**src/rtl/ipa_pkg.sv**
```systemverilog
// ----------------------------------------------------------------------------
// ipa_pkg
// Types and constants shared by the address validator modules.
// ----------------------------------------------------------------------------
package ipa_pkg;

  // One character of address text.
  typedef struct packed {
    logic [7:0] ch;
    logic       last;
  } in_item_t;

  // One verdict with the parsed values.
  typedef struct packed {
    logic        valid_res;
    logic [7:0]  octet_a;
    logic [7:0]  octet_b;
    logic [7:0]  octet_c;
    logic [7:0]  octet_d;
    logic [15:0] port_number;
  } out_item_t;

  localparam logic [7:0]  CH_DOT     = 8'h2E;
  localparam logic [7:0]  CH_COLON   = 8'h3A;
  localparam logic [7:0]  CH_ZERO    = 8'h30;
  localparam logic [7:0]  CH_NINE    = 8'h39;
  localparam logic [2:0]  PORT_FIELD = 3'd4;
  localparam logic [19:0] OCTET_MAX  = 20'd255;
  localparam logic [19:0] PORT_MAX   = 20'd65535;

  // Separator that must close each of the four address fields.
  function automatic logic [7:0] sep_char(input logic [1:0] idx);
    logic [7:0] s;
    case (idx)
      2'd3:    s = CH_COLON;
      default: s = CH_DOT;
    endcase
    return s;
  endfunction

endpackage

```
**src/rtl/ipv4_port_address_validator.sv**
```systemverilog
// A final character waits in the input register while a result is held, then loads the result register.
// Throughput: one character per cycle; the per-character update is one
// multiply-by-ten add and a few compares between the input and result registers.
// A held result stalls the input only when a final character waits behind it.
// Reset clears both stage valids and all parse state.
// ----------------------------------------------------------------------------
// ipv4_port_address_validator
// Strict parser for a.b.c.d:port text, one character per item.
// ----------------------------------------------------------------------------
module ipv4_port_address_validator (
  input  logic               clk,
  input  logic               rst,
  input  logic               char_valid,
  output logic               char_stall,
  input  ipa_pkg::in_item_t  char_item,
  output logic               res_valid,
  input  logic               res_stall,
  output ipa_pkg::out_item_t res_item
);
  import ipa_pkg::*;

  logic      held_valid;
  in_item_t  held_item;
  logic      adv;
  logic      take;
  logic      out_ready;
  out_item_t verdict;

  // A character moves on unless it is final and the result register is full and stalled.
  assign adv  = !held_item.last || out_ready;
  assign take = held_valid && adv;

  ipa_in_stage u_in (
    .clk        (clk),
    .rst        (rst),
    .char_valid (char_valid),
    .char_stall (char_stall),
    .char_item  (char_item),
    .adv        (adv),
    .held_valid (held_valid),
    .held_item  (held_item)
  );

  ipa_parser u_parser (
    .clk    (clk),
    .rst    (rst),
    .take   (take),
    .item   (held_item),
    .result (verdict)
  );

  ipa_out_stage u_out (
    .clk       (clk),
    .rst       (rst),
    .load      (take && held_item.last),
    .load_item (verdict),
    .ready     (out_ready),
    .res_valid (res_valid),
    .res_stall (res_stall),
    .res_item  (res_item)
  );

endmodule

```
**src/rtl/ipa_in_stage.sv**
```systemverilog
// ----------------------------------------------------------------------------
// ipa_in_stage
// Input register that holds one character until the parser takes it.
// ----------------------------------------------------------------------------
module ipa_in_stage (
  input  logic              clk,
  input  logic              rst,
  input  logic              char_valid,
  output logic              char_stall,
  input  ipa_pkg::in_item_t char_item,
  input  logic              adv,
  output logic              held_valid,
  output ipa_pkg::in_item_t held_item
);
  import ipa_pkg::*;

  logic load;

  // The register refills whenever it is empty or its item moves on.
  assign load       = !held_valid || adv;
  assign char_stall = !load;

  always_ff @(posedge clk) begin
    if (rst) begin
      held_valid <= 1'b0;
    end else if (load) begin
      held_valid <= char_valid;
    end
  end

  always_ff @(posedge clk) begin
    if (load && char_valid) begin
      held_item <= char_item;
    end
  end

endmodule

```
**src/rtl/ipa_parser.sv**
```systemverilog
// ----------------------------------------------------------------------------
// ipa_parser
// Parse state for one address text and the per-character update logic.
// ----------------------------------------------------------------------------
module ipa_parser (
  input  logic               clk,
  input  logic               rst,
  input  logic               take,
  input  ipa_pkg::in_item_t  item,
  output ipa_pkg::out_item_t result
);
  import ipa_pkg::*;

  logic [2:0]  field_index,   field_index_next;
  logic [15:0] running_value, running_value_next;
  logic [1:0]  digit_count,   digit_count_next;
  logic        leading_zero,  leading_zero_next;
  logic        error_seen,    error_seen_next;
  logic [7:0]  saved_octets      [4];
  logic [7:0]  saved_octets_next [4];

  logic [19:0] scaled;
  logic [19:0] bound;
  logic        is_digit;
  logic        ok;

  // Running value times ten plus the new digit.
  assign scaled   = {1'b0, running_value, 3'b000} + {3'b000, running_value, 1'b0}
                  + {16'd0, item.ch[3:0] - CH_ZERO[3:0]};
  assign bound    = (field_index >= PORT_FIELD) ? PORT_MAX : OCTET_MAX;
  assign is_digit = item.ch inside {[CH_ZERO:CH_NINE]};

  // Next parse state after one character.
  always_comb begin
    field_index_next   = field_index;
    running_value_next = running_value;
    digit_count_next   = digit_count;
    leading_zero_next  = leading_zero;
    error_seen_next    = error_seen;
    saved_octets_next  = saved_octets;
    if (!error_seen) begin
      if (is_digit) begin
        if (digit_count != 2'd0 && leading_zero) begin
          error_seen_next = 1'b1;
        end else if (scaled > bound) begin
          error_seen_next = 1'b1;
        end else begin
          if (digit_count == 2'd0) begin
            leading_zero_next = (item.ch == CH_ZERO);
          end
          running_value_next = scaled[15:0];
          if (digit_count != 2'd2) begin
            digit_count_next = digit_count + 2'd1;
          end
        end
      end else if (field_index < PORT_FIELD && digit_count != 2'd0 &&
                   item.ch == sep_char(field_index[1:0])) begin
        saved_octets_next[field_index[1:0]] = running_value[7:0];
        field_index_next   = field_index + 3'd1;
        running_value_next = '0;
        digit_count_next   = '0;
        leading_zero_next  = 1'b0;
      end else begin
        error_seen_next = 1'b1;
      end
    end
  end

  // Verdict on the text as it stands after this character.
  assign ok = !error_seen_next && field_index_next == PORT_FIELD &&
              digit_count_next != 2'd0;

  always_comb begin
    result.valid_res   = ok;
    result.octet_a     = ok ? saved_octets_next[0] : '0;
    result.octet_b     = ok ? saved_octets_next[1] : '0;
    result.octet_c     = ok ? saved_octets_next[2] : '0;
    result.octet_d     = ok ? saved_octets_next[3] : '0;
    result.port_number = ok ? running_value_next : '0;
  end

  // State update; the final character returns everything to reset values.
  always_ff @(posedge clk) begin
    if (rst || (take && item.last)) begin
      field_index   <= '0;
      running_value <= '0;
      digit_count   <= '0;
      leading_zero  <= 1'b0;
      error_seen    <= 1'b0;
      saved_octets  <= '{default: '0};
    end else if (take) begin
      field_index   <= field_index_next;
      running_value <= running_value_next;
      digit_count   <= digit_count_next;
      leading_zero  <= leading_zero_next;
      error_seen    <= error_seen_next;
      saved_octets  <= saved_octets_next;
    end
  end

endmodule

```
**src/rtl/ipa_out_stage.sv**
```systemverilog
// ----------------------------------------------------------------------------
// ipa_out_stage
// Result register that holds a verdict until the consumer takes it.
// ----------------------------------------------------------------------------
module ipa_out_stage (
  input  logic               clk,
  input  logic               rst,
  input  logic               load,
  input  ipa_pkg::out_item_t load_item,
  output logic               ready,
  output logic               res_valid,
  input  logic               res_stall,
  output ipa_pkg::out_item_t res_item
);
  import ipa_pkg::*;

  // Room for a new result when empty or when the current one leaves now.
  assign ready = !res_valid || !res_stall;

  always_ff @(posedge clk) begin
    if (rst) begin
      res_valid <= 1'b0;
    end else if (load) begin
      res_valid <= 1'b1;
    end else if (!res_stall) begin
      res_valid <= 1'b0;
    end
  end

  always_ff @(posedge clk) begin
    if (load) begin
      res_item <= load_item;
    end
  end

endmodule

```
**config.mk**
```make
export PLATFORM = sky130hd
export DESIGN_NAME = ipv4_port_address_validator
export DESIGN_NICKNAME = d
export VERILOG_FILES = /design/src/rtl/ipa_pkg.sv /design/src/rtl/ipv4_port_address_validator.sv /design/src/rtl/ipa_in_stage.sv /design/src/rtl/ipa_parser.sv /design/src/rtl/ipa_out_stage.sv
export SDC_FILE = /design/constraint.sdc
export NUM_CORES = 1
export LEC_CHECK = 0
export ABC_AREA = 1
export BUFFER_PORTS_ARGS = -buffer_cell sky130_fd_sc_hd__buf_2
export CORE_MARGIN = 4
export CORE_UTILIZATION = 64
export CTS_CLUSTER_SIZE = 8
export DETAILED_ROUTE_END_ITERATION = 12
export HOLD_SLACK_MARGIN = 0.05
export PLACE_DENSITY = 0.9
export RECOVER_POWER = 25
export SYNTH_ARGS = -nofsm -noshare
export SYNTH_HDL_FRONTEND = slang
export SYNTH_SLANG_ARGS = --single-unit
```
**constraint.sdc**
```tcl
create_clock -name clk -period 12.5 [get_ports clk]
set_input_delay 1.25 -clock clk [delete_from_list [all_inputs] [get_ports clk]]
set_output_delay 1.25 -clock clk [all_outputs]
set_load 0.05 [all_outputs]
```
# After elaboration in Yosys (flattened, before gate mapping)
# Index checks and enable logic that the tools add are counted.
# totals
register_bits	115
in_bits	13
# op_classes
add_sub_neg	4
order_cmp	7
n_eq_ne	9
muxes	36
n_bitwise	2
reduce_logical	25
# ops
cell	count
$mux W16	6
$mux W32	3
$bwmux W32	1
$mux W8	3
$add A19 B17 Y20	1
$add A20 B4 Y20	1
$gt A20 B20 Y1	1
$demux W8 S2	1
$mux W1	12
$mux W2	6
$logic_and A1 B1 Y1	10
$mux W3	3
$eq A8 B6 Y1 const B	1
$eq A8 B8 Y1	1
$ge A8 B6 Y1 const B	1
$le A8 B6 Y1 const B	1
$ne A2 B2 Y1 const B	4
$ge A3 B3 Y1 const B	2
$logic_not A1 Y1	6
$reduce_and A6 Y1	1
$reduce_bool A2 Y1	3
$mux W5	1
$logic_or A1 B1 Y1	4
$add A3 B1 Y3 const B	1
other kinds (9)	9

# Longest topological paths before layout
# depth
word_depth	12
ltp_mapped	33
ltp_nobuf	30

# Modules after synthesis
# A second synthesis with hierarchy kept.
# hier_totals
hier_cells	864
area_unflattened_um2	6720.2
# modules_own_cells
mod	instances	cells_per_inst	area_each_um2	seq_area_each_um2
ipa_parser	1	789	4864.7	1101.1
ipa_out_stage	1	53	1510.2	1491.4
ipa_in_stage	1	16	316.6	290.3
ipv4_port_address_validator	1	6	28.8	0.0

# Worst setup path after synthesis
# Ideal clock, no wire load.
# synth_timing
kind	register to register
start	reg u_in.held_item[4] (netlist name)
end	reg u_out.res_item[13] (netlist name)
setup_ns	0.263
arrival_ns	3.756
required_ns	12.237
path_slack_ns	8.481
path_stages_with_launch	34
period_less_slack_ns	4.019
cell_sequence	edfxtp_1 > inv_1 > fa_1 > inv_1 > ha_1 > nand2_1 > nand2_1 > nand3_2 > nand2_1 > nand2_1 > nand2_1 > a21oi_1 > xnor2_1 > ha_1 > nand2_1 > inv_1 > nand2_1 > nor2_1 > nand2_1 > nor2_1 > nand3_1 > nand2_1 > nand2_1 > nor2_2 > nand2_1 > nand2_1 > nand2_2 > buf_6 > a21oi_4 > nand2_2 > nand2_4 > buf_8 > buf_12 > nor2_4
# synth_between
elab_chain_cells	9
elab_cells_between_ends	30
classes_between	add/sub (1); order compare (3); eq/ne (2); mux (18); reduce/logical (6)
# synth_rtl
element	line_no	source
$add A20 B4 Y20	ipa_parser.sv:29	+ {16'd0, item.ch[3:0] - CH_ZERO[3:0]};
$gt A20 B20 Y1	ipa_parser.sv:45	end else if (scaled > bound) begin
$mux W1	ipa_parser.sv:45	
$mux W1	ipa_parser.sv:43	if (digit_count != 2'd0 && leading_zero) begin
$mux W1	ipa_parser.sv:42	if (is_digit) begin
$mux W1	ipa_parser.sv:41	if (!error_seen) begin
$logic_not A1 Y1	ipa_parser.sv:70	assign ok = !error_seen_next && field_index_next == PORT_FIELD &&
$logic_and A1 B1 Y1 (2 in series)	ipa_parser.sv:70	
# Parallel ways exist; a longest one is shown, timed or not.
# A chain may end at the register's enable or synchronous reset.

# Worst setup path in the final report
# layout_timing
start	reg u_parser.running_value[0]
end	reg u_out.res_item[18] (netlist name)
# layout_between
elab_chain_cells	10
elab_cells_between_ends	15
classes_between	add/sub (2); order compare (1); mux (8); reduce/logical (4)
# layout_rtl
element	line_no	source
from (decl)	ipa_parser.sv:15	logic [15:0] running_value, running_value_next;
from (signal assigned)	ipa_parser.sv:93	running_value <= running_value_next;
$add A19 B17 Y20 *	ipa_parser.sv:28	assign scaled = {1'b0, running_value, 3'b000} + {3'b000, running_value, 1'b0}
$add A20 B4 Y20 *	ipa_parser.sv:29	
$gt A20 B20 Y1 *	ipa_parser.sv:45	
$mux W1	ipa_parser.sv:45	
$mux W1	ipa_parser.sv:43	
$mux W1	ipa_parser.sv:42	
$mux W1	ipa_parser.sv:41	
$logic_not A1 Y1	ipa_parser.sv:70	
$logic_and A1 B1 Y1	ipa_parser.sv:70	
$logic_and A1 B1 Y1 *	ipa_parser.sv:70	
# Every way passes the cells marked *; elsewhere a longest branch is shown, timed or not.

==> qor.json <==
{
  "status": {"value": "finished, final reports clean"},
  "clock_latency": {"value": 540, "unit": "ps"},
  "achievable_freq": {"value": 191, "unit": "MHz"},
  "endpoint_kind": {"value": "flip-flop"},
  "grt_pass1_vias": {"value": 5631},
  "numnets_final": {"value": 911},
  "final.fill_count": {"value": 680},
  "gp_congestion": {"value": 0.957},
  "vdd_ir_drop_max": {"value": 149, "unit": "µV"},
  "cts.clk_slew.worst_paths": {"value": 70, "unit": "ps"},
  "cpMaxStageDelayCell": {"value": "sky130_fd_sc_hd__fa_1"},
  "timing.final.crit_share": {"value": 41.9, "unit": "%"},
  "final_hold_viol_count": {"value": 0},
  "setup_failing_eps_final": {"value": 0},
  "synthFlopType": {"value": "sky130_fd_sc_hd__edfxtp_1"},
  "power.leakage": {"value": 3.41, "unit": "nW"},
  "post_synthesis_instance_area": {"value": 6450, "unit": "µm²"},
  "post_layout_nonfiller_instances": {"value": 997},
  "flow.area_growth_from_synthesis": {"value": 14.5, "unit": "%"},
  "floorplan.die.height": {"value": 108, "unit": "µm"},
  "vias": {"value": 5760},
  "netlist_instances": {"value": 795},
  "clock_skew": {"value": 12.9, "unit": "ps"},
  "cts_setup_buffers": {"value": 0},
  "final.hold.worst_slack": {"value": 503, "unit": "ps"},
  "route.detailed.vias_per_inst": {"value": 5.78},
  "ctsHtreeMaxLevel": {"value": 4},
  "criticalPathCategory": {"value": "reg -> reg"},
  "synthesis.nets": {"value": 855},
  "grt_usage": {"value": 30.3, "unit": "%"},
  "cell_at_the_root_of_the_clock_tree": {"value": "sky130_fd_sc_hd__clkbuf_8"},
  "finished_core_util": {"value": 75.5, "unit": "%"},
  "cts_made_buffers": {"value": 17},
  "detail_route.wirelength": {"value": 17000, "unit": "µm"},
  "postCtsResizedCells": {"value": 0},
  "cts.hold.buffers_added": {"value": 0},
  "clock_tree_from_tritoncts": {"value": "yes"},
  "tightest_slew": {"value": 1110, "unit": "ps"},
  "post_drt_wl_per_cell": {"value": 17.0, "unit": "µm"},
  "number_of_buffers_on_the_longest_clock_path": {"value": 2},
  "critPathMostFrequentCell": {"value": "sky130_fd_sc_hd__nand2_1"},
  "num_io_pins": {"value": 64},
  "cp_data_arrival_time": {"value": 5500, "unit": "ps"},
  "grt_first_pass_wirelength": {"value": 27300, "unit": "µm"},
  "hpwlAfterDp": {"value": 10200, "unit": "µm"},
  "drt_first_pass_iters": {"value": 6},
  "totalNegativeSetupSlack": {"value": 0, "unit": "ps"},
  "synth_top_area_share": {"value": 27.0, "unit": "%"},
  "power.density": {"value": 148, "unit": "nW/µm²"},
  "antenna_cells_inserted": {"value": 0},
  "post_synth.cell_area_avg": {"value": 8.11, "unit": "µm²"},
  "maxCapViolCount": {"value": 0},
  "die_w": {"value": 108, "unit": "µm"},
  "drt_drc_violations_left": {"value": 0},
  "clock_sinks": {"value": 115},
  "synth-seq-cells": {"value": 115},
  "io_buffer_count": {"value": 63},
  "core.rowCount": {"value": 36},
  "drt_iter0_markers": {"value": 616},
  "die_area": {"value": 11700, "unit": "µm²"},
  "synth.yosys.warnings": {"value": 0},
  "grt_max_degree": {"value": 94},
  "unrepaired_setup_endpoints_after_global_routing": {"value": "no"},
  "start_util": {"value": 66.0, "unit": "%"},
  "post_synth_main_area_contributors": {"value": "sky130_fd_sc_hd__edfxtp_1, sky130_fd_sc_hd__dfxtp_1, sky130_fd_sc_hd__nand2_1, sky130_fd_sc_hd__ha_1, sky130_fd_sc_hd__inv_1"},
  "grt_antenna_before_repair": {"value": 0},
  "critical_path.max_stage_delay": {"value": 590, "unit": "ps"},
  "portion_of_the_post_synthesis_area_used_by_sequential_elements": {"value": 44.7, "unit": "%"},
  "cp_data_required_time": {"value": 12760, "unit": "ps"},
  "crit_fanout": {"value": 49},
  "synthArstFlopShare": {"value": 0, "unit": "%"},
  "most_frequent_cells_after_synthesis": {"value": "sky130_fd_sc_hd__nand2_1, sky130_fd_sc_hd__inv_1, sky130_fd_sc_hd__nor2_1"},
  "start_kind": {"value": "flip-flop"},
  "placedCellCount": {"value": 965},
  "globalRoute.totalOverflow": {"value": 0},
  "top_count_cell_post_synth": {"value": "sky130_fd_sc_hd__nand2_1"},
  "fp.coreArea": {"value": 9770, "unit": "µm²"},
  "synth-edff-count": {"value": 58},
  "hp-class": {"value": "reg -> reg"},
  "final_layout_size_suffix_gt1_share": {"value": 10.5, "unit": "%"},
  "max-slew-margin-rel": {"value": 26.0, "unit": "%"},
  "ant_nets": {"value": 0},
  "finalWorstPathRequiredPeriod": {"value": 5240, "unit": "ps"},
  "synth_cell_types": {"value": 38},
  "synth_largest_area_cell": {"value": "sky130_fd_sc_hd__edfxtp_1"},
  "slew_viol_final": {"value": 0}
}
[state kept, by name, summed over array words and instances, names as in the netlist, 2 cells and up]
register,flops
u_out.res_item,49
u_parser.saved_octets,32
u_parser.field_index,3
u_parser.running_value,16
u_in.held_item,9
u_parser.digit_count,2
[final timing paths]
path,start,endpoint,slack (ps),cells after the start
max,u_parser.running_value[0],u_out.res_item[18],7260,30
min,u_in.held_valid,u_in.held_valid,500,2
max reg2reg,u_parser.running_value[0],u_out.res_item[18],7260,30
min reg2reg,u_in.held_valid,u_in.held_valid,500,2
[layer usage]
| layer | track usage (%) | vias to the layer above | part of all wire (%) | routed length (µm) |
|---|---|---|---|---|
| li1 | - | 2671 | - | - |
| met1 | 35.6 | 2628 | 37 | 6320 |
| met2 | 48.8 | 358 | 48 | 8140 |
| met3 | 8.72 | 103 | 9.4 | 1590 |
| met4 | 19.2 | 0 | 5.4 | 913 |
| met5 | 0 | - | 0 | 0 |
[through the flow]
step           worst slack [ps]  total power, mW  area (µm²)
3_5_place_dp               7520            0.562        6800
3_3_place_gp               7670            0.558        6800
5_1_grt                    6800             1.12        7380
2_1_floorplan              8480            0.531        6450
6_report                   7260             1.09        7380
4_1_cts                    7320             1.09        7430
[power breakdown]
group | internal [mW] | switching, mW | total, mW
Clock | 0.330 | 0.197 | 0.526
Combinational | 0.0405 | 0.0974 | 0.138
Sequential | 0.413 | 0.0127 | 0.425
[area by class of cell]
cell class              instances  area (µm²)  share of cell area [%]
well taps                     133         166                    2.25
multi-input cells             503        2860                    38.7
inverters                     149         559                    7.58
clock inverters                15         215                    2.92
repair buffers                 65         284                    3.85
flip-flops and latches        115        2880                    39.1
clock buffers                  17         414                    5.61
[critical path, delay by kind of cell, from the launching register on]
family	cells	cell delay (ps)
simple gates	21	2410
fa+ha+maj	3	1210
compound gates	2	540
flops	1	360
buf+inv	3	300
xor+xnor	1	110
[layout by cell type, fill, tap and decap left out, types with 2 or more instances in the layout]
| cell | count |
|---|---|
| sky130_fd_sc_hd__nand2_1 | 174 |
| sky130_fd_sc_hd__inv_1 | 145 |
| sky130_fd_sc_hd__nor2_1 | 82 |
| sky130_fd_sc_hd__edfxtp_1 | 58 |
| sky130_fd_sc_hd__dfxtp_1 | 57 |
| sky130_fd_sc_hd__o21ai_0 | 49 |
| sky130_fd_sc_hd__ha_1 | 45 |
| sky130_fd_sc_hd__clkbuf_1 | 37 |
| sky130_fd_sc_hd__a21oi_1 | 36 |
| sky130_fd_sc_hd__o211ai_1 | 35 |
| sky130_fd_sc_hd__buf_2 | 26 |
| sky130_fd_sc_hd__nand3_1 | 22 |
| sky130_fd_sc_hd__clkbuf_16 | 16 |
| sky130_fd_sc_hd__a22oi_1 | 10 |
| sky130_fd_sc_hd__nor2_4 | 9 |
| sky130_fd_sc_hd__inv_6 | 7 |
| sky130_fd_sc_hd__xor2_1 | 6 |
| sky130_fd_sc_hd__nand2_2 | 5 |
| sky130_fd_sc_hd__inv_2 | 4 |
| sky130_fd_sc_hd__a21oi_2 | 4 |
| sky130_fd_sc_hd__bufinv_16 | 4 |
| sky130_fd_sc_hd__xnor2_1 | 3 |
| sky130_fd_sc_hd__nor2_2 | 3 |
| sky130_fd_sc_hd__a22oi_2 | 2 |
| sky130_fd_sc_hd__a31oi_1 | 2 |
| sky130_fd_sc_hd__and3_1 | 2 |
| sky130_fd_sc_hd__o21a_1 | 2 |
| sky130_fd_sc_hd__nor3_1 | 2 |
| sky130_fd_sc_hd__fa_1 | 2 |
| sky130_fd_sc_hd__clkinv_4 | 2 |
| sky130_fd_sc_hd__buf_4 | 2 |
[kinds of logic (layout without fill, tap and decap cells)]
logic type	after synthesis	count (layout)	synth area share, %
DFF	115	115	44.7
AOI/OAI and AO/OA	143	143	13.7
and+or+nand+nor	304	304	20.1
xor gates and xnor gates	9	9	1.22
buffers and inverters	177	246	10.9
adders and majority gates	47	47	9.35
Note: power is estimated with default switching activity, not from simulation.
